### src/hw/rtl/ufhb_pkg.sv
`default_nettype none
package ufhb_pkg;

  localparam int MaxFrameBytes = 4096;
  localparam int HdrBytes      = 42;
  localparam int UdpBytes      = 8;
  localparam int IpUdpBytes    = 28;
  localparam int IdxW          = $clog2(HdrBytes);
  localparam int SumW          = 19;

  localparam logic [15:0] WordVerIhl   = 16'h4500;
  localparam logic [15:0] WordTtlProto = 16'h6411;
  localparam logic [7:0]  ByteVerIhl   = 8'h45;
  localparam logic [7:0]  ByteTtl      = 8'd100;
  localparam logic [7:0]  ByteProtoUdp = 8'd17;
  localparam logic [7:0]  ByteEtypeHi  = 8'h08;

  typedef enum logic [1:0] {
    RegLocalMac = 2'd0,
    RegPeerMac  = 2'd1,
    RegLocalIp  = 2'd2
  } cfg_reg_e;

  typedef struct packed {
    logic [47:0] src_mac;
    logic [47:0] peer_mac;
    logic [31:0] src_ip;
  } cfg_t;

  typedef struct packed {
    logic [15:0]     sport;
    logic [31:0]     dst_ip;
    logic [15:0]     dport;
    logic [11:0]     len;
    logic [SumW-1:0] sum;
    logic            too_long;
  } req_t;

endpackage
`default_nettype wire

### src/hw/rtl/ufhb_front.sv
`default_nettype none
module ufhb_front
  import ufhb_pkg::*;
(
  input  wire logic        clk_i,
  input  wire logic        rst_ni,
  input  wire cfg_t        cfg_i,
  input  wire logic        in_valid_i,
  output logic             in_ready_o,
  input  wire logic [15:0] source_port_i,
  input  wire logic [31:0] destination_ip_i,
  input  wire logic [15:0] destination_port_i,
  input  wire logic [11:0] payload_length_i,
  output logic             push_valid_o,
  input  wire logic        push_ready_i,
  output req_t             push_data_o
);

  logic        valid_q, valid_d;
  req_t        req_q;
  req_t        req_d;
  logic        take;
  logic [15:0] tot_len;

  assign in_ready_o = !valid_q || push_ready_i;
  assign take       = in_valid_i && in_ready_o;
  assign tot_len    = 16'(payload_length_i) + 16'(IpUdpBytes);

  always_comb begin
    req_d          = req_q;
    req_d.sport    = source_port_i;
    req_d.dst_ip   = destination_ip_i;
    req_d.dport    = destination_port_i;
    req_d.len      = payload_length_i;
    req_d.too_long = (32'(payload_length_i) + 32'(HdrBytes)) > 32'(MaxFrameBytes);
    req_d.sum      = SumW'(WordVerIhl) + SumW'(tot_len) + SumW'(WordTtlProto)
                   + SumW'(cfg_i.src_ip[31:16]) + SumW'(cfg_i.src_ip[15:0])
                   + SumW'(destination_ip_i[31:16]) + SumW'(destination_ip_i[15:0]);
  end

  always_comb begin
    valid_d = valid_q;
    if (take) begin
      valid_d = 1'b1;
    end else if (push_ready_i) begin
      valid_d = 1'b0;
    end
  end

  always_ff @(posedge clk_i or negedge rst_ni) begin
    if (!rst_ni) begin
      valid_q <= 1'b0;
    end else begin
      valid_q <= valid_d;
    end
  end

  always_ff @(posedge clk_i) begin
    if (take) begin
      req_q <= req_d;
    end
  end

  assign push_valid_o = valid_q;
  assign push_data_o  = req_q;

endmodule
`default_nettype wire

### src/hw/rtl/ufhb_queue.sv
`default_nettype none
module ufhb_queue
  import ufhb_pkg::*;
(
  input  wire logic clk_i,
  input  wire logic rst_ni,
  input  wire logic push_valid_i,
  output logic      push_ready_o,
  input  wire req_t push_data_i,
  output logic      pop_valid_o,
  input  wire logic pop_ready_i,
  output req_t      pop_data_o
);

  req_t       mem_q [2];
  logic       wr_ptr_q, rd_ptr_q;
  logic [1:0] count_q;
  logic       push, pop;

  assign push_ready_o = count_q != 2'd2;
  assign pop_valid_o  = count_q != 2'd0;
  assign push         = push_valid_i && push_ready_o;
  assign pop          = pop_valid_o && pop_ready_i;
  assign pop_data_o   = mem_q[rd_ptr_q];

  always_ff @(posedge clk_i or negedge rst_ni) begin
    if (!rst_ni) begin
      wr_ptr_q <= 1'b0;
      rd_ptr_q <= 1'b0;
      count_q  <= 2'd0;
    end else begin
      if (push) begin
        wr_ptr_q <= !wr_ptr_q;
      end
      if (pop) begin
        rd_ptr_q <= !rd_ptr_q;
      end
      count_q <= count_q + 2'(push) - 2'(pop);
    end
  end

  always_ff @(posedge clk_i) begin
    if (push) begin
      mem_q[wr_ptr_q] <= push_data_i;
    end
  end

endmodule
`default_nettype wire

### src/hw/rtl/ufhb_back.sv
`default_nettype none
module ufhb_back
  import ufhb_pkg::*;
(
  input  wire logic       clk_i,
  input  wire logic       rst_ni,
  input  wire cfg_t       cfg_i,
  input  wire logic       pop_valid_i,
  output logic            pop_ready_o,
  input  wire req_t       pop_data_i,
  output logic            out_valid_o,
  input  wire logic       out_ready_i,
  output logic [7:0]      frame_byte_o,
  output logic            last_byte_o,
  output logic            too_long_o
);

  logic            busy_q, busy_d;
  logic [IdxW-1:0] idx_q, idx_d;
  req_t            cur_q;
  logic [15:0]     csum_q, csum_d;
  logic            ov_q, ov_d;
  logic [7:0]      byte_q, byte_d;
  logic            last_q, last_d;
  logic            err_q, err_d;
  logic            emit, finish, load;
  logic [16:0]     fold1;
  logic [16:0]     fold2;
  logic [15:0]     tot_len, udp_len;

  assign emit        = busy_q && (!ov_q || out_ready_i);
  assign finish      = emit && (cur_q.too_long || idx_q == IdxW'(HdrBytes - 1));
  assign pop_ready_o = !busy_q || finish;
  assign load        = pop_valid_i && pop_ready_o;

  assign fold1   = 17'(pop_data_i.sum[15:0]) + 17'(pop_data_i.sum[SumW-1:16]);
  assign fold2   = 17'(fold1[15:0]) + 17'(fold1[16]);
  assign csum_d  = ~fold2[15:0];
  assign tot_len = 16'(cur_q.len) + 16'(IpUdpBytes);
  assign udp_len = 16'(cur_q.len) + 16'(UdpBytes);

  always_comb begin
    case (idx_q)
      6'd0:    byte_d = cfg_i.peer_mac[47:40];
      6'd1:    byte_d = cfg_i.peer_mac[39:32];
      6'd2:    byte_d = cfg_i.peer_mac[31:24];
      6'd3:    byte_d = cfg_i.peer_mac[23:16];
      6'd4:    byte_d = cfg_i.peer_mac[15:8];
      6'd5:    byte_d = cfg_i.peer_mac[7:0];
      6'd6:    byte_d = cfg_i.src_mac[47:40];
      6'd7:    byte_d = cfg_i.src_mac[39:32];
      6'd8:    byte_d = cfg_i.src_mac[31:24];
      6'd9:    byte_d = cfg_i.src_mac[23:16];
      6'd10:   byte_d = cfg_i.src_mac[15:8];
      6'd11:   byte_d = cfg_i.src_mac[7:0];
      6'd12:   byte_d = ByteEtypeHi;
      6'd14:   byte_d = ByteVerIhl;
      6'd16:   byte_d = tot_len[15:8];
      6'd17:   byte_d = tot_len[7:0];
      6'd22:   byte_d = ByteTtl;
      6'd23:   byte_d = ByteProtoUdp;
      6'd24:   byte_d = csum_q[15:8];
      6'd25:   byte_d = csum_q[7:0];
      6'd26:   byte_d = cfg_i.src_ip[31:24];
      6'd27:   byte_d = cfg_i.src_ip[23:16];
      6'd28:   byte_d = cfg_i.src_ip[15:8];
      6'd29:   byte_d = cfg_i.src_ip[7:0];
      6'd30:   byte_d = cur_q.dst_ip[31:24];
      6'd31:   byte_d = cur_q.dst_ip[23:16];
      6'd32:   byte_d = cur_q.dst_ip[15:8];
      6'd33:   byte_d = cur_q.dst_ip[7:0];
      6'd34:   byte_d = cur_q.sport[15:8];
      6'd35:   byte_d = cur_q.sport[7:0];
      6'd36:   byte_d = cur_q.dport[15:8];
      6'd37:   byte_d = cur_q.dport[7:0];
      6'd38:   byte_d = udp_len[15:8];
      6'd39:   byte_d = udp_len[7:0];
      default: byte_d = 8'd0;
    endcase
    if (cur_q.too_long) begin
      byte_d = 8'd0;
    end
  end

  assign last_d = finish;
  assign err_d  = cur_q.too_long;

  always_comb begin
    busy_d = busy_q;
    idx_d  = idx_q;
    if (emit) begin
      idx_d = idx_q + IdxW'(1);
    end
    if (finish) begin
      busy_d = 1'b0;
    end
    if (load) begin
      busy_d = 1'b1;
      idx_d  = '0;
    end
  end

  always_comb begin
    ov_d = ov_q;
    if (emit) begin
      ov_d = 1'b1;
    end else if (out_ready_i) begin
      ov_d = 1'b0;
    end
  end

  always_ff @(posedge clk_i or negedge rst_ni) begin
    if (!rst_ni) begin
      busy_q <= 1'b0;
      idx_q  <= '0;
      ov_q   <= 1'b0;
    end else begin
      busy_q <= busy_d;
      idx_q  <= idx_d;
      ov_q   <= ov_d;
    end
  end

  always_ff @(posedge clk_i) begin
    if (load) begin
      cur_q  <= pop_data_i;
      csum_q <= csum_d;
    end
    if (emit) begin
      byte_q <= byte_d;
      last_q <= last_d;
      err_q  <= err_d;
    end
  end

  assign out_valid_o  = ov_q;
  assign frame_byte_o = byte_q;
  assign last_byte_o  = last_q;
  assign too_long_o   = err_q;

  a_idx_range: assert property (@(posedge clk_i) disable iff (!rst_ni)
    busy_q |-> (idx_q < IdxW'(HdrBytes)))
    else $error("byte index past header end");

  a_err_single: assert property (@(posedge clk_i) disable iff (!rst_ni)
    (emit && cur_q.too_long) |=> (out_valid_o && last_byte_o && frame_byte_o == 8'd0))
    else $error("error item not a single zero last byte");

  a_load_start: assert property (@(posedge clk_i) disable iff (!rst_ni)
    load |=> (busy_q && idx_q == '0))
    else $error("loaded item does not start at first byte");

  a_last_end: assert property (@(posedge clk_i) disable iff (!rst_ni)
    (emit && !cur_q.too_long && idx_q == IdxW'(HdrBytes - 1)) |=> last_byte_o)
    else $error("final header byte not marked last");

endmodule
`default_nettype wire

### src/hw/rtl/udp_frame_header_builder.sv
// Builds the 42-byte Ethernet/IPv4/UDP header for each send request and
// streams it one byte per cycle in wire order unless out_ready_i stalls the
// output, last_byte_o marking byte 42. A request whose payload plus header
// exceeds the maximum frame size yields a single zero byte with too_long_o
// and last_byte_o set. A byte-wide output serializer streams each header;
// the front stage computes the IPv4 checksum sum and a two-entry queue lets
// new requests be taken while the previous header is still streaming. Write
// the address registers only while the block is idle.
`default_nettype none
module udp_frame_header_builder
  import ufhb_pkg::*;
(
  input  wire logic        clk_i,
  input  wire logic        rst_ni,
  input  wire logic        cfg_valid_i,
  output logic             cfg_ready_o,
  input  wire logic [1:0]  cfg_index_i,
  input  wire logic [47:0] cfg_data_i,
  input  wire logic        in_valid_i,
  output logic             in_ready_o,
  input  wire logic [15:0] source_port_i,
  input  wire logic [31:0] destination_ip_i,
  input  wire logic [15:0] destination_port_i,
  input  wire logic [11:0] payload_length_i,
  output logic             out_valid_o,
  input  wire logic        out_ready_i,
  output logic [7:0]       frame_byte_o,
  output logic             last_byte_o,
  output logic             too_long_o
);

  cfg_t cfg_q;
  logic push_valid, push_ready, pop_valid, pop_ready;
  req_t push_data, pop_data;

  assign cfg_ready_o = 1'b1;

  always_ff @(posedge clk_i or negedge rst_ni) begin
    if (!rst_ni) begin
      cfg_q.src_mac  <= 48'h525400123456;
      cfg_q.peer_mac <= 48'h52550A000202;
      cfg_q.src_ip   <= 32'h0A00020F;
    end else if (cfg_valid_i) begin
      case (cfg_index_i)
        RegLocalMac: cfg_q.src_mac  <= cfg_data_i;
        RegPeerMac:  cfg_q.peer_mac <= cfg_data_i;
        RegLocalIp:  cfg_q.src_ip   <= cfg_data_i[31:0];
        default:     cfg_q          <= cfg_q;
      endcase
    end
  end

  ufhb_front u_front (
    .clk_i              (clk_i),
    .rst_ni             (rst_ni),
    .cfg_i              (cfg_q),
    .in_valid_i         (in_valid_i),
    .in_ready_o         (in_ready_o),
    .source_port_i      (source_port_i),
    .destination_ip_i   (destination_ip_i),
    .destination_port_i (destination_port_i),
    .payload_length_i   (payload_length_i),
    .push_valid_o       (push_valid),
    .push_ready_i       (push_ready),
    .push_data_o        (push_data)
  );

  ufhb_queue u_queue (
    .clk_i        (clk_i),
    .rst_ni       (rst_ni),
    .push_valid_i (push_valid),
    .push_ready_o (push_ready),
    .push_data_i  (push_data),
    .pop_valid_o  (pop_valid),
    .pop_ready_i  (pop_ready),
    .pop_data_o   (pop_data)
  );

  ufhb_back u_back (
    .clk_i        (clk_i),
    .rst_ni       (rst_ni),
    .cfg_i        (cfg_q),
    .pop_valid_i  (pop_valid),
    .pop_ready_o  (pop_ready),
    .pop_data_i   (pop_data),
    .out_valid_o  (out_valid_o),
    .out_ready_i  (out_ready_i),
    .frame_byte_o (frame_byte_o),
    .last_byte_o  (last_byte_o),
    .too_long_o   (too_long_o)
  );

endmodule
`default_nettype wire
### config.mk
export PLATFORM = sky130hd
export DESIGN_NAME = udp_frame_header_builder
export DESIGN_NICKNAME = d
export VERILOG_FILES = /design/src/hw/rtl/ufhb_pkg.sv /design/src/hw/rtl/ufhb_front.sv /design/src/hw/rtl/ufhb_queue.sv /design/src/hw/rtl/ufhb_back.sv /design/src/hw/rtl/udp_frame_header_builder.sv
export SDC_FILE = /design/constraint.sdc
export NUM_CORES = 1
export LEC_CHECK = 0
export ABC_AREA = 1
export BUFFER_PORTS_ARGS = -buffer_cell sky130_fd_sc_hd__clkbuf_2
export CORE_MARGIN = 1.5
export CORE_UTILIZATION = 55
export DETAILED_ROUTE_END_ITERATION = 6
export PLACE_DENSITY = 0.79
export SLEW_MARGIN = 20
export SYNTH_ARGS = -nofsm -noshare
export SYNTH_HDL_FRONTEND = slang
export SYNTH_SLANG_ARGS = --single-unit
### constraint.sdc
create_clock -name clk_i -period 5.4 [get_ports clk_i]
set_input_delay 0.54 -clock clk_i [delete_from_list [all_inputs] [get_ports clk_i]]
set_output_delay 0.54 -clock clk_i [all_outputs]
set_load 0.01 [all_outputs]
==> metrics.csv, run 1 <==
stage,metric,value,unit
timing,finalHoldViolCount,0,
power_and_ir_drop,p_total,15.5,mW
final_layout,multi_input_area,7430,sq um
routing,vias_per_cell,5.50,
routing,wl_met1,28500,microns
outcome,status,"finished, final reports clean",
routing,ant_nets,0,
clocking,cts_inserted_buffers,53,
power_and_ir_drop,irDropWorstVdd,439,uV
logic_synthesis,synth_seq_area_share,0.642,
setup_path,cp_top_family,adder cells,
run,drv_cap,0,
setup_path,end_kind,flop,
logic_synthesis,synthArstFlopShare,0.265,
die,initial_core_util,0.556,
die,dieHeight,211,microns
timing,setup_viol,0,
final_layout,fill_cells,3397,
logic_synthesis,synth_edf_count,391,
final_layout,regArea,15300,sq um
timing,worstMarginPinSlew,981,ps
power_and_ir_drop,power_density,573,nW/um^2
timing,max_freq,216,MHz
die,die-area,44600,sq um
logic_synthesis,synth_top_area_frac,0.492,
final_layout,syn2layout_area_growth,13.4,%
logic_synthesis,synthFlopType,edfxtp_1,
place,place.gp.congestion,1.01,
clocking,cts_max_level,2,
clocking,cts-resized-gates,0,
setup_path,setup.worst_path.class,input port to flop,
clocking,tritoncts,yes,
logic_synthesis,syn-mean-instance-area,10.8,sq um
timing,fin_setup_tns,0,ps
global_route,track_usage,0.313,
place,portBuffers,142,
global_route,grt_pass1_wl,100000,microns
setup_path,worst_path_max_delay_cell,fa_1,
timing,timing.final.max_slew_violations,0,
place,post-dp-hpwl,50700,microns
logic_synthesis,synth_seq_cells,532,
clocking,clockBufferDepth,3,
die,fp.coreArea,42900,sq um
global_route,antenna_found_initial,2,
logic_synthesis,synth.distinct_cells,48,
routing,dr_wl_met2,31500,microns
clocking,clock_latency,630,ps
logic_synthesis,synth.top_cells.by_count,"nand2_1, edfxtp_1, inv_1",
setup_path,cp_num_cells,25,
global_route,overflow,0,
final_layout,final_nets,2591,
routing,drc_errors,0,
clocking,cts_setup_buffers,0,
die,fp-row-count,76,
hold_path,hold_path_class,input port to asynchronous set/reset pin,
routing,wl_per_cell,23.0,microns
timing,relSlewSlack,0.346,
global_route,grt_max_degree,97,
power_and_ir_drop,p_leak,11.8,nW
setup_path,worstPathArrival,5010,ps
logic_synthesis,yosysMostFrequentCell,nand2_1,
logic_synthesis,synth_area,23800,sq um
routing,finalWirelength,68700,microns
setup_path,cp-start-kind,input port,
timing,skew,22.2,ps
clocking,cts.reportedPaths.clkPinSlew,60,ps
timing,fin_crit,4630,ps
place,dp_cells,2891,
setup_path,cpPeakStageDelay,560,ps
logic_synthesis,synth.top_cells.by_area,"edfxtp_1, nand2_1, dfrtp_1",
die,die_w,211,microns
clocking,ctsHoldBuffers,0,
setup_path,ff2ff_path_depth,22,
timing,min_period_over_period,0.858,
global_route,grt_pass1_vias,16300,
logic_synthesis,synth_warnings,0,
routing,firstDrtPassIters,7,
routing,dr_total_vias,16500,
setup_path,cp_max_fo,5,
routing,top_layer_used,met4,
final_layout,drive_gt1_frac,0.143,
clocking,cts_num_sinks,532,
setup_path,worstPathRequired,5780,ps
routing,wl_met3,5220,microns
logic_synthesis,netlist_instances,2198,
setup_path,critPathBufInv,6,
die,ios,144,
routing,first_iter_violations,1792,
logic_synthesis,synth_top_area_cell,edfxtp_1,
final_layout,fin_cells,2992,
timing,rsz0062_at_grt,false,
clocking,root_buffer,clkbuf_16,
## area by class of cell
class / count / share of cell area
Antenna cell: 2 / 0.000185
Sequential cell: 532 / 0.566
Inverter: 247 / 0.0346
Tap cell: 585 / 0.0271
Timing Repair Buffer: 156 / 0.0309
Clock buffer: 63 / 0.0508
Clock inverter: 36 / 0.0152
Multi-Input combinational cell: 1371 / 0.275
## kinds of logic (layout without fill, tap and decap cells)
logic type	Yosys count	after routing	share of synthesized area
buffers and inverters	296	502	0.0479
flip-flops	532	532	0.642
AO/OA/AOI/OAI	226	226	0.0514
adder cells (fa/ha/maj)	99	99	0.0667
XOR/XNOR	38	38	0.0143
other	1	4	0.000157
AND/OR/NAND/NOR	1006	1006	0.178
## per-stage QoR
stage	hold slack (ps)	util	area [sq um]	worst slack (ps)
after floorplan	244	-	23900	269
after global routing	76.0	0.630	27000	436
after global placement	421	0.589	25200	180
after CTS	41.8	0.630	27000	740
after detailed placement	429	0.589	25200	102
final	3.21	0.630	27000	767
## sequential cells by signal, summed over array words and instances, names as in the netlist, 2 cells and up
| register | flops |
|---|---|
| u_queue.mem_q | 192 |
| u_back.idx_q | 6 |
| u_back.cur_q | 76 |
| u_queue.count_q | 2 |
| u_back.frame_byte_o | 8 |
| cfg_q | 128 |
| u_front.push_data_o | 96 |
| u_back.csum_q | 16 |
## power by group
group,leakage (nW),internal [mW],switching [mW]
sequential,5.40,6.30,0.701
combinational,5.55,1.41,3.29
clock,0.855,2.17,1.62
total,11.8,9.87,5.61
## placed cells by master (no fill, tap or decap), types with 3 or more instances in the layout
cell type and count:
nand2_1 741, edfxtp_1 391, inv_1 231, o21ai_0 161, clkbuf_2 141, dfrtp_1 107
nand3_1 78, nor2_1 76, clkbuf_16 53, ha_1 52, fa_1 47, nand4_1 34
dfstp_2 33, a21oi_1 31, xor2_1 22, nand2_2 21, xnor2_1 15, nor2_2 14
inv_2 13, clkinv_1 13, buf_4 13, nor2_4 12, nor3_1 12, clkbuf_1 9
clkinv_2 7, bufinv_16 7, nand2_4 6, o2111ai_1 5, a22oi_1 5, a22o_1 5
a211oi_1 4, clkinvlp_4 4, o21ai_1 3, nand3_2 3, o21bai_1 3, clkinv_4 3
## metal layers
layer / vias to the layer above / track usage
met5: - / 0
met4: 0 / 0.162
met3: 156 / 0.0565
met2: 722 / 0.486
met1: 8016 / 0.424
li1: 7575 / -
## worst paths after layout
check	startpoint	to	slack [ps]
max	payload_length_i[3]	u_front.push_data_o[18]$_DFFE_PP_	770
min	rst_ni	u_queue.count_q[0]$_DFF_PN0_	3
max reg2reg	u_queue.rd_ptr_q$_DFFE_PN0P_	u_back.csum_q[14]$_DFFE_PP_	1070
min reg2reg	u_front.push_data_o[78]$_DFFE_PP_	u_queue.mem_q[1][78]$_DFFE_PP_	440
max in group asynchronous	rst_ni	cfg_q[72]$_DFFE_PN0P_	4210
min in group clk_i	destination_port_i[15]	u_front.push_data_o[47]$_DFFE_PP_	80
No activity file was read; power rests on OpenSTA's default activity.
==> run 2, diff against run 1 <==
--- a/config.mk
+++ b/config.mk
@@ -5,7 +5,7 @@
 export SDC_FILE = /design/constraint.sdc
 export NUM_CORES = 1
 export LEC_CHECK = 0
-export ABC_AREA = 1
+export ABC_AREA = 0
 export BUFFER_PORTS_ARGS = -buffer_cell sky130_fd_sc_hd__clkbuf_2
 export CORE_MARGIN = 1.5
 export CORE_UTILIZATION = 55
==> run 2 against run 1 <==
Against the previous run: core utilization is 0.83 points higher; power is 0.75% higher; sequential power is 1% lower; non-clock buffer count is 16 higher; sequential cell count stayed put; first-iteration DRC count is 15% lower; sequential share of layout area hardly changed; die area is 0.40% lower; synthesized area is 0.40% lower; combinational power is 4.7% higher; hold slack better by 50 ps; count of clock-buffer cells in the layout stayed put; critical endpoint is now u_front.push_data_o[19]$_DFFE_PP_; highest routed layer is now met5.
==> metrics.csv, run 2 <==
stage,metric,value,unit
logic_synthesis,synth_top_area_frac,0.494,
final_layout,syn2layout_area_growth,13.8,%
setup_path,end_kind,flop,
setup_path,worstPathRequired,5780,ps
setup_path,cp_top_family,adder cells,
logic_synthesis,syn-mean-instance-area,15.1,sq um
timing,relSlewSlack,0.235,
final_layout,drive_gt1_frac,0.295,
die,die_w,211,microns
die,fp-row-count,75,
logic_synthesis,synthFlopType,edfxtp_1,
clocking,cts.reportedPaths.clkPinSlew,60,ps
final_layout,fill_cells,2983,
logic_synthesis,synth.top_cells.by_area,"edfxtp_1, dfrtp_1, mux2_2",
logic_synthesis,synth.top_cells.by_count,"edfxtp_1, mux2_2, dfrtp_1",
setup_path,cp_cell_sequence,clkbuf_2 > inv_1 > ha_1 > nand2b_1 > nand4_1 > xnor2_1 > ha_1 > nor2_1 > a21oi_1 > o22ai_1 > nor2_1 > xor2_1 > fa_1 > inv_1 > fa_1 > fa_1 > inv_1 > ha_1 > nand2_1 > nand2b_1 > a21o_1 > a221o_1 > o21a_1 > o21a_1,
clocking,cts_inserted_buffers,53,
setup_path,worst_path_max_delay_cell,fa_1,
die,die-area,44400,sq um
place,portBuffers,142,
timing,skew,16.8,ps
timing,finalHoldViolCount,0,
power_and_ir_drop,irDropWorstVdd,483,uV
clocking,root_buffer,clkbuf_16,
global_route,antenna_found_initial,2,
routing,dr_total_vias,14500,
logic_synthesis,synthArstFlopShare,0.265,
routing,drc_errors,0,
clocking,clockBufferDepth,3,
outcome,status,"finished, final reports clean",
logic_synthesis,synth.distinct_cells,84,
power_and_ir_drop,p_leak,10.3,nW
timing,min_period_over_period,0.892,
timing,rsz0062_at_grt,false,
clocking,tritoncts,yes,
timing,max_freq,208,MHz
place,post-dp-hpwl,45700,microns
timing,fin_crit,4820,ps
routing,wl_per_cell,26.3,microns
final_layout,most-common-layout-cells,"edfxtp_1, mux2_2, clkbuf_2, dfrtp_1, inv_1",
clocking,cts-resized-gates,0,
logic_synthesis,synth_top_area_cell,edfxtp_1,
logic_synthesis,synth_warnings,0,
power_and_ir_drop,p_total,15.6,mW
clocking,ctsHoldBuffers,0,
power_and_ir_drop,power_density,577,nW/um^2
setup_path,critPathBufInv,4,
die,fp.coreArea,42300,sq um
global_route,grt_pass1_wl,91000,microns
clocking,clock_latency,620,ps
die,dieHeight,211,microns
clocking,cts_setup_buffers,0,
routing,vias_per_cell,6.09,
timing,timing.final.max_slew_violations,0,
global_route,grt_pass1_vias,14300,
logic_synthesis,synth_edf_count,391,
run,drv_cap,0,
setup_path,cp_max_fo,7,
logic_synthesis,netlist_instances,1572,
die,ios,144,
die,initial_core_util,0.561,
global_route,grt_max_degree,99,
timing,worstMarginPinSlew,1140,ps
final_layout,fin_cells,2376,
logic_synthesis,yosysMostFrequentCell,edfxtp_1,
logic_synthesis,synth_area,23800,sq um
clocking,cts_num_sinks,532,
routing,firstDrtPassIters,6,
hold_path,hold_path_class,input port to asynchronous set/reset pin,
final_layout,final_nets,1983,
place,dp_cells,2275,
logic_synthesis,synth_seq_area_share,0.645,
setup_path,cp-start-kind,input port,
setup_path,setup.worst_path.class,input port to flop,
timing,setup_viol,0,
final_layout,largest_register_ffs,192,
global_route,track_usage,0.284,
clocking,cts_max_level,2,
logic_synthesis,synth_seq_cells,532,
final_layout,final_common_cell,edfxtp_1,
place,place.gp.congestion,0.982,
setup_path,worstPathArrival,5200,ps
routing,finalWirelength,62600,microns
routing,ant_nets,0,
routing,first_iter_violations,1516,
setup_path,cpPeakStageDelay,540,ps
final_layout,max_flop_register,u_queue.mem_q,
global_route,overflow,0,
==> run 2: logic make-up after synthesis <==
kind of cell    share of synthesized area
fa+ha+maj                          0.0670
other cells                      0.000158
mux                                 0.107
buf+inv                            0.0247
simple gates                       0.0628
compound gates                     0.0721
xor+xnor                           0.0213
flops                               0.645
==> run 2: metal layers <==
metal / vias up / GRT usage / part of all wire
met4: 4 / 0.109 / 0.036
li1: 6278 / - / -
met3: 129 / 0.0624 / 0.093
met1: 7364 / 0.394 / 0.41
met5: - / 0 / 0.00035
met2: 686 / 0.442 / 0.46
==> run 2: area by class of cell <==
cell class | count | area [sq um] | share of cell area
antenna | 1 | 2.50 | 0.0000926
multi-input combinational | 896 | 7890 | 0.292
clock buffer | 63 | 1370 | 0.0508
sequential | 532 | 15300 | 0.567
tap | 577 | 722 | 0.0267
clock inverter | 37 | 405 | 0.0150
timing repair buffer | 172 | 955 | 0.0353
inverter | 98 | 368 | 0.0136
==> run 2: where the power goes <==
| group | switching (mW) | internal [mW] | leakage, nW | total, mW |
|---|---|---|---|---|
| Sequential | 0.756 | 6.18 | 5.32 | 6.93 |
| Combinational | 2.94 | 1.98 | 4.11 | 4.92 |
| Clock | 1.58 | 2.17 | 0.866 | 3.75 |
==> run 2: worst paths after layout <==
path | start | end | slack, ps | cells past startpoint
worst max-delay path | payload_length_i[3] | u_front.push_data_o[19]$_DFFE_PP_ | 580 | 24
worst min-delay path | rst_ni | cfg_q[104]$_DFFE_PN0P_ | 50 | 1
worst max register to register | u_queue.rd_ptr_q$_DFFE_PN0P_ | u_back.csum_q[14]$_DFFE_PP_ | 870 | 14
worst min register to register | u_front.push_data_o[88]$_DFFE_PP_ | u_queue.mem_q[1][88]$_DFFE_PP_ | 440 | 0
max in group asynchronous | rst_ni | cfg_q[45]$_DFFE_PN0P_ | 4200 | 2
min in group clk_i | destination_port_i[12] | u_front.push_data_o[44]$_DFFE_PP_ | 90 | 1
==> run 2: worst register-to-register path, stage by stage, from the launching register on <==
cell and delay (ps):
dfrtp_4 710, buf_4 480, mux2_2 290, fa_1 220, a21oi_1 150, a211oi_4 300, nand2_1 140, nor4_1 490
ha_1 260, ha_1 200, o211ai_1 200, nor4b_2 370, and2_1 210, nand3_1 90, xor2_1 160
==> run 2: per-stage QoR <==
step	area [sq um]	utilization	setup WS, ps	TNS [ps]	hold slack (ps)
2_1_floorplan	23800	-	226	0	244
3_3_place_gp	25200	0.597	111	0	422
3_5_place_dp	25200	0.597	-35.2	-57.2	430
4_1_cts	27000	0.639	604	0	65.1
5_1_grt	27000	0.639	254	0	79.0
6_report	27000	0.639	584	0	52.8
==> run 3, diff against run 2 <==
--- a/config.mk
+++ b/config.mk
@@ -8,9 +8,9 @@
 export ABC_AREA = 0
 export BUFFER_PORTS_ARGS = -buffer_cell sky130_fd_sc_hd__clkbuf_2
 export CORE_MARGIN = 1.5
-export CORE_UTILIZATION = 55
+export CORE_UTILIZATION = 66
 export DETAILED_ROUTE_END_ITERATION = 6
-export PLACE_DENSITY = 0.79
+export PLACE_DENSITY = 0.89
 export SLEW_MARGIN = 20
 export SYNTH_ARGS = -nofsm -noshare
 export SYNTH_HDL_FRONTEND = slang
==> constraint.sdc (replaced) <==
create_clock -name clk_i -period 5.83 [get_ports clk_i]
set_input_delay 0.583 -clock clk_i [delete_from_list [all_inputs] [get_ports clk_i]]
set_output_delay 0.583 -clock clk_i [all_outputs]
set_load 0.01 [all_outputs]
==> run 3 against run 2 <==
Against the previous run: combinational power fell by 8.3%; wire length rose by 0.16%; clock power fell by 17%; core utilization rose by 11 points; die area fell by 16%; first-iteration DRC count rose by 15%; critical path type unchanged; setup slack improved by 170 ps; final cell count fell by 5.9%.
==> metrics.csv, run 3 (synthesis results as in run 2) <==
stage,metric,value,unit
final_layout,syn2layout_area_growth,11.7,%
place,post-dp-hpwl,44500,microns
clocking,clock_latency,600,ps
final_layout,fill_cells,2088,
die,fp-row-count,69,
routing,drc_errors,0,
routing,finalWirelength,62700,microns
routing,ant_nets,0,
clocking,tritoncts,yes,
timing,fin_crit,5070,ps
setup_path,ff2ff_path_depth,13,
clocking,cts_inserted_buffers,50,
power_and_ir_drop,p_total,14.1,mW
timing,rsz0062_at_grt,false,
routing,vias_per_cell,6.58,
die,die_w,193,microns
timing,setup_viol,0,
final_layout,multi_input_area,7890,sq um
routing,first_iter_violations,1743,
setup_path,cp_cell_sequence,clkbuf_2 > inv_1 > ha_1 > nand2b_1 > nand4_1 > xnor2_1 > ha_1 > fa_1 > inv_1 > fa_1 > fa_1 > inv_1 > ha_1 > a21o_1 > a21o_1 > a21o_1 > and2_1 > a221o_1 > o21a_1 > o21a_1,
timing,relSlewSlack,0.170,
setup_path,crit_start,payload_length_i[2],
setup_path,end_kind,flop,
setup_path,setup.worst_path.class,input port to flop,
clocking,cts_max_level,2,
final_layout,most-common-layout-cells,"edfxtp_1, mux2_2, clkbuf_2, dfrtp_1, inv_1",
clocking,cts.reportedPaths.clkPinSlew,60,ps
place,portBuffers,142,
clocking,cts_setup_buffers,0,
timing,timing.final.max_slew_violations,0,
global_route,grt_max_degree,97,
routing,dr_total_vias,14700,
final_layout,final_nets,1965,
power_and_ir_drop,power_density,530,nW/um^2
setup_path,cpPeakStageDelay,550,ps
setup_path,r2r-start,u_queue.rd_ptr_q$_DFFE_PN0P_,
setup_path,worstPathArrival,5420,ps
die,dieHeight,193,microns
global_route,grt_pass1_vias,14900,
clocking,ctsHoldBuffers,0,
run,drv_cap,0,
place,dp_cells,2144,
routing,firstDrtPassIters,6,
final_layout,max_flop_register,u_queue.mem_q,
die,initial_core_util,0.669,
timing,worstMarginPinSlew,1240,ps
setup_path,cp-start-kind,input port,
routing,wl_met1,24100,microns
power_and_ir_drop,p_leak,10.1,nW
routing,top_layer_used,met5,
timing,fin_setup_tns,0,ps
timing,skew,17.2,ps
timing,max_freq,197,MHz
global_route,grt_pass1_wl,91200,microns
routing,dr_wl_met2,29200,microns
routing,wl_met3,6140,microns
outcome,status,"finished, final reports clean",
die,ios,144,
timing,finalHoldViolCount,0,
global_route,overflow,0,
setup_path,cp_max_fo,6,
setup_path,r2r_slack,1190,ps
place,place.gp.congestion,1.07,
die,fp.coreArea,35500,sq um
final_layout,largest_register_ffs,192,
clocking,cts-resized-gates,0,
timing,min_period_over_period,0.870,
final_layout,final_common_cell,edfxtp_1,
clocking,clockBufferDepth,3,
setup_path,critical_path.reg2reg.endpoint,u_back.csum_q[15]$_DFFE_PP_,
clocking,root_buffer,clkbuf_16,
power_and_ir_drop,irDropWorstVdd,532,uV
clocking,cts_num_sinks,532,
setup_path,worst_path_max_delay_cell,fa_1,
setup_path,worstPathRequired,6170,ps
final_layout,regArea,15300,sq um
hold_path,hold_path_class,input port to asynchronous set/reset pin,
final_layout,fin_cells,2236,
final_layout,drive_gt1_frac,0.286,
routing,wl_per_cell,28.0,microns
global_route,track_usage,0.345,
global_route,antenna_found_initial,2,
die,die-area,37100,sq um
-- run 3: layout make-up --
cell class / instances / share of cell area
Sequential cell: 532 / 0.577
Inverter: 98 / 0.0139
Antenna cell: 1 / 0.0000944
Multi-Input combinational cell: 896 / 0.298
Clock buffer: 66 / 0.0506
Tap cell: 461 / 0.0218
Timing Repair Buffer: 157 / 0.0313
Clock inverter: 25 / 0.00741
-- run 3: worst max-delay path by stage --
stage	end	slack [ps]
global route	u_front.push_data_o[19]$_DFFE_PP_	440
floorplan	u_front.push_data_o[19]$_DFFE_PP_	610
finish	u_front.push_data_o[19]$_DFFE_PP_	760
CTS	u_front.push_data_o[19]$_DFFE_PP_	790
global placement	u_front.push_data_o[19]$_DFFE_PP_	350
detailed placement	u_front.push_data_o[19]$_DFFE_PP_	210
-- run 3: worst max-delay path: cells and delay by family --
kind / cells / cell delay [ps]
adder cells (fa/ha/maj): 6 / 2440
AO/OA/AOI/OAI: 6 / 1270
AND/OR/NAND/NOR: 3 / 500
buffers and inverters: 4 / 350
XOR/XNOR: 1 / 290
-- run 3: where the power goes --
group / internal (mW) / switching (mW)
Combinational: 1.79 / 2.73
Clock: 1.71 / 1.39
Sequential: 5.72 / 0.735
-- run 3: metal layers --
layer / GRT usage / vias to the layer above
met1: 0.461 / 7380
met3: 0.0715 / 192
li1: - / 6250
met4: 0.174 / 2
met2: 0.540 / 890
met5: 0 / -
-- run 3: metrics by stage --
| step | hold slack (ps) | area, sq um | worst slack (ps) | util |
|---|---|---|---|---|
| after floorplan | 287 | 23800 | 613 | - |
| after global placement | 422 | 25000 | 352 | 0.704 |
| after detailed placement | 429 | 25000 | 214 | 0.704 |
| after CTS | 114 | 26500 | 786 | 0.747 |
| after global routing | 148 | 26500 | 436 | 0.747 |
| final | 91.1 | 26500 | 758 | 0.747 |
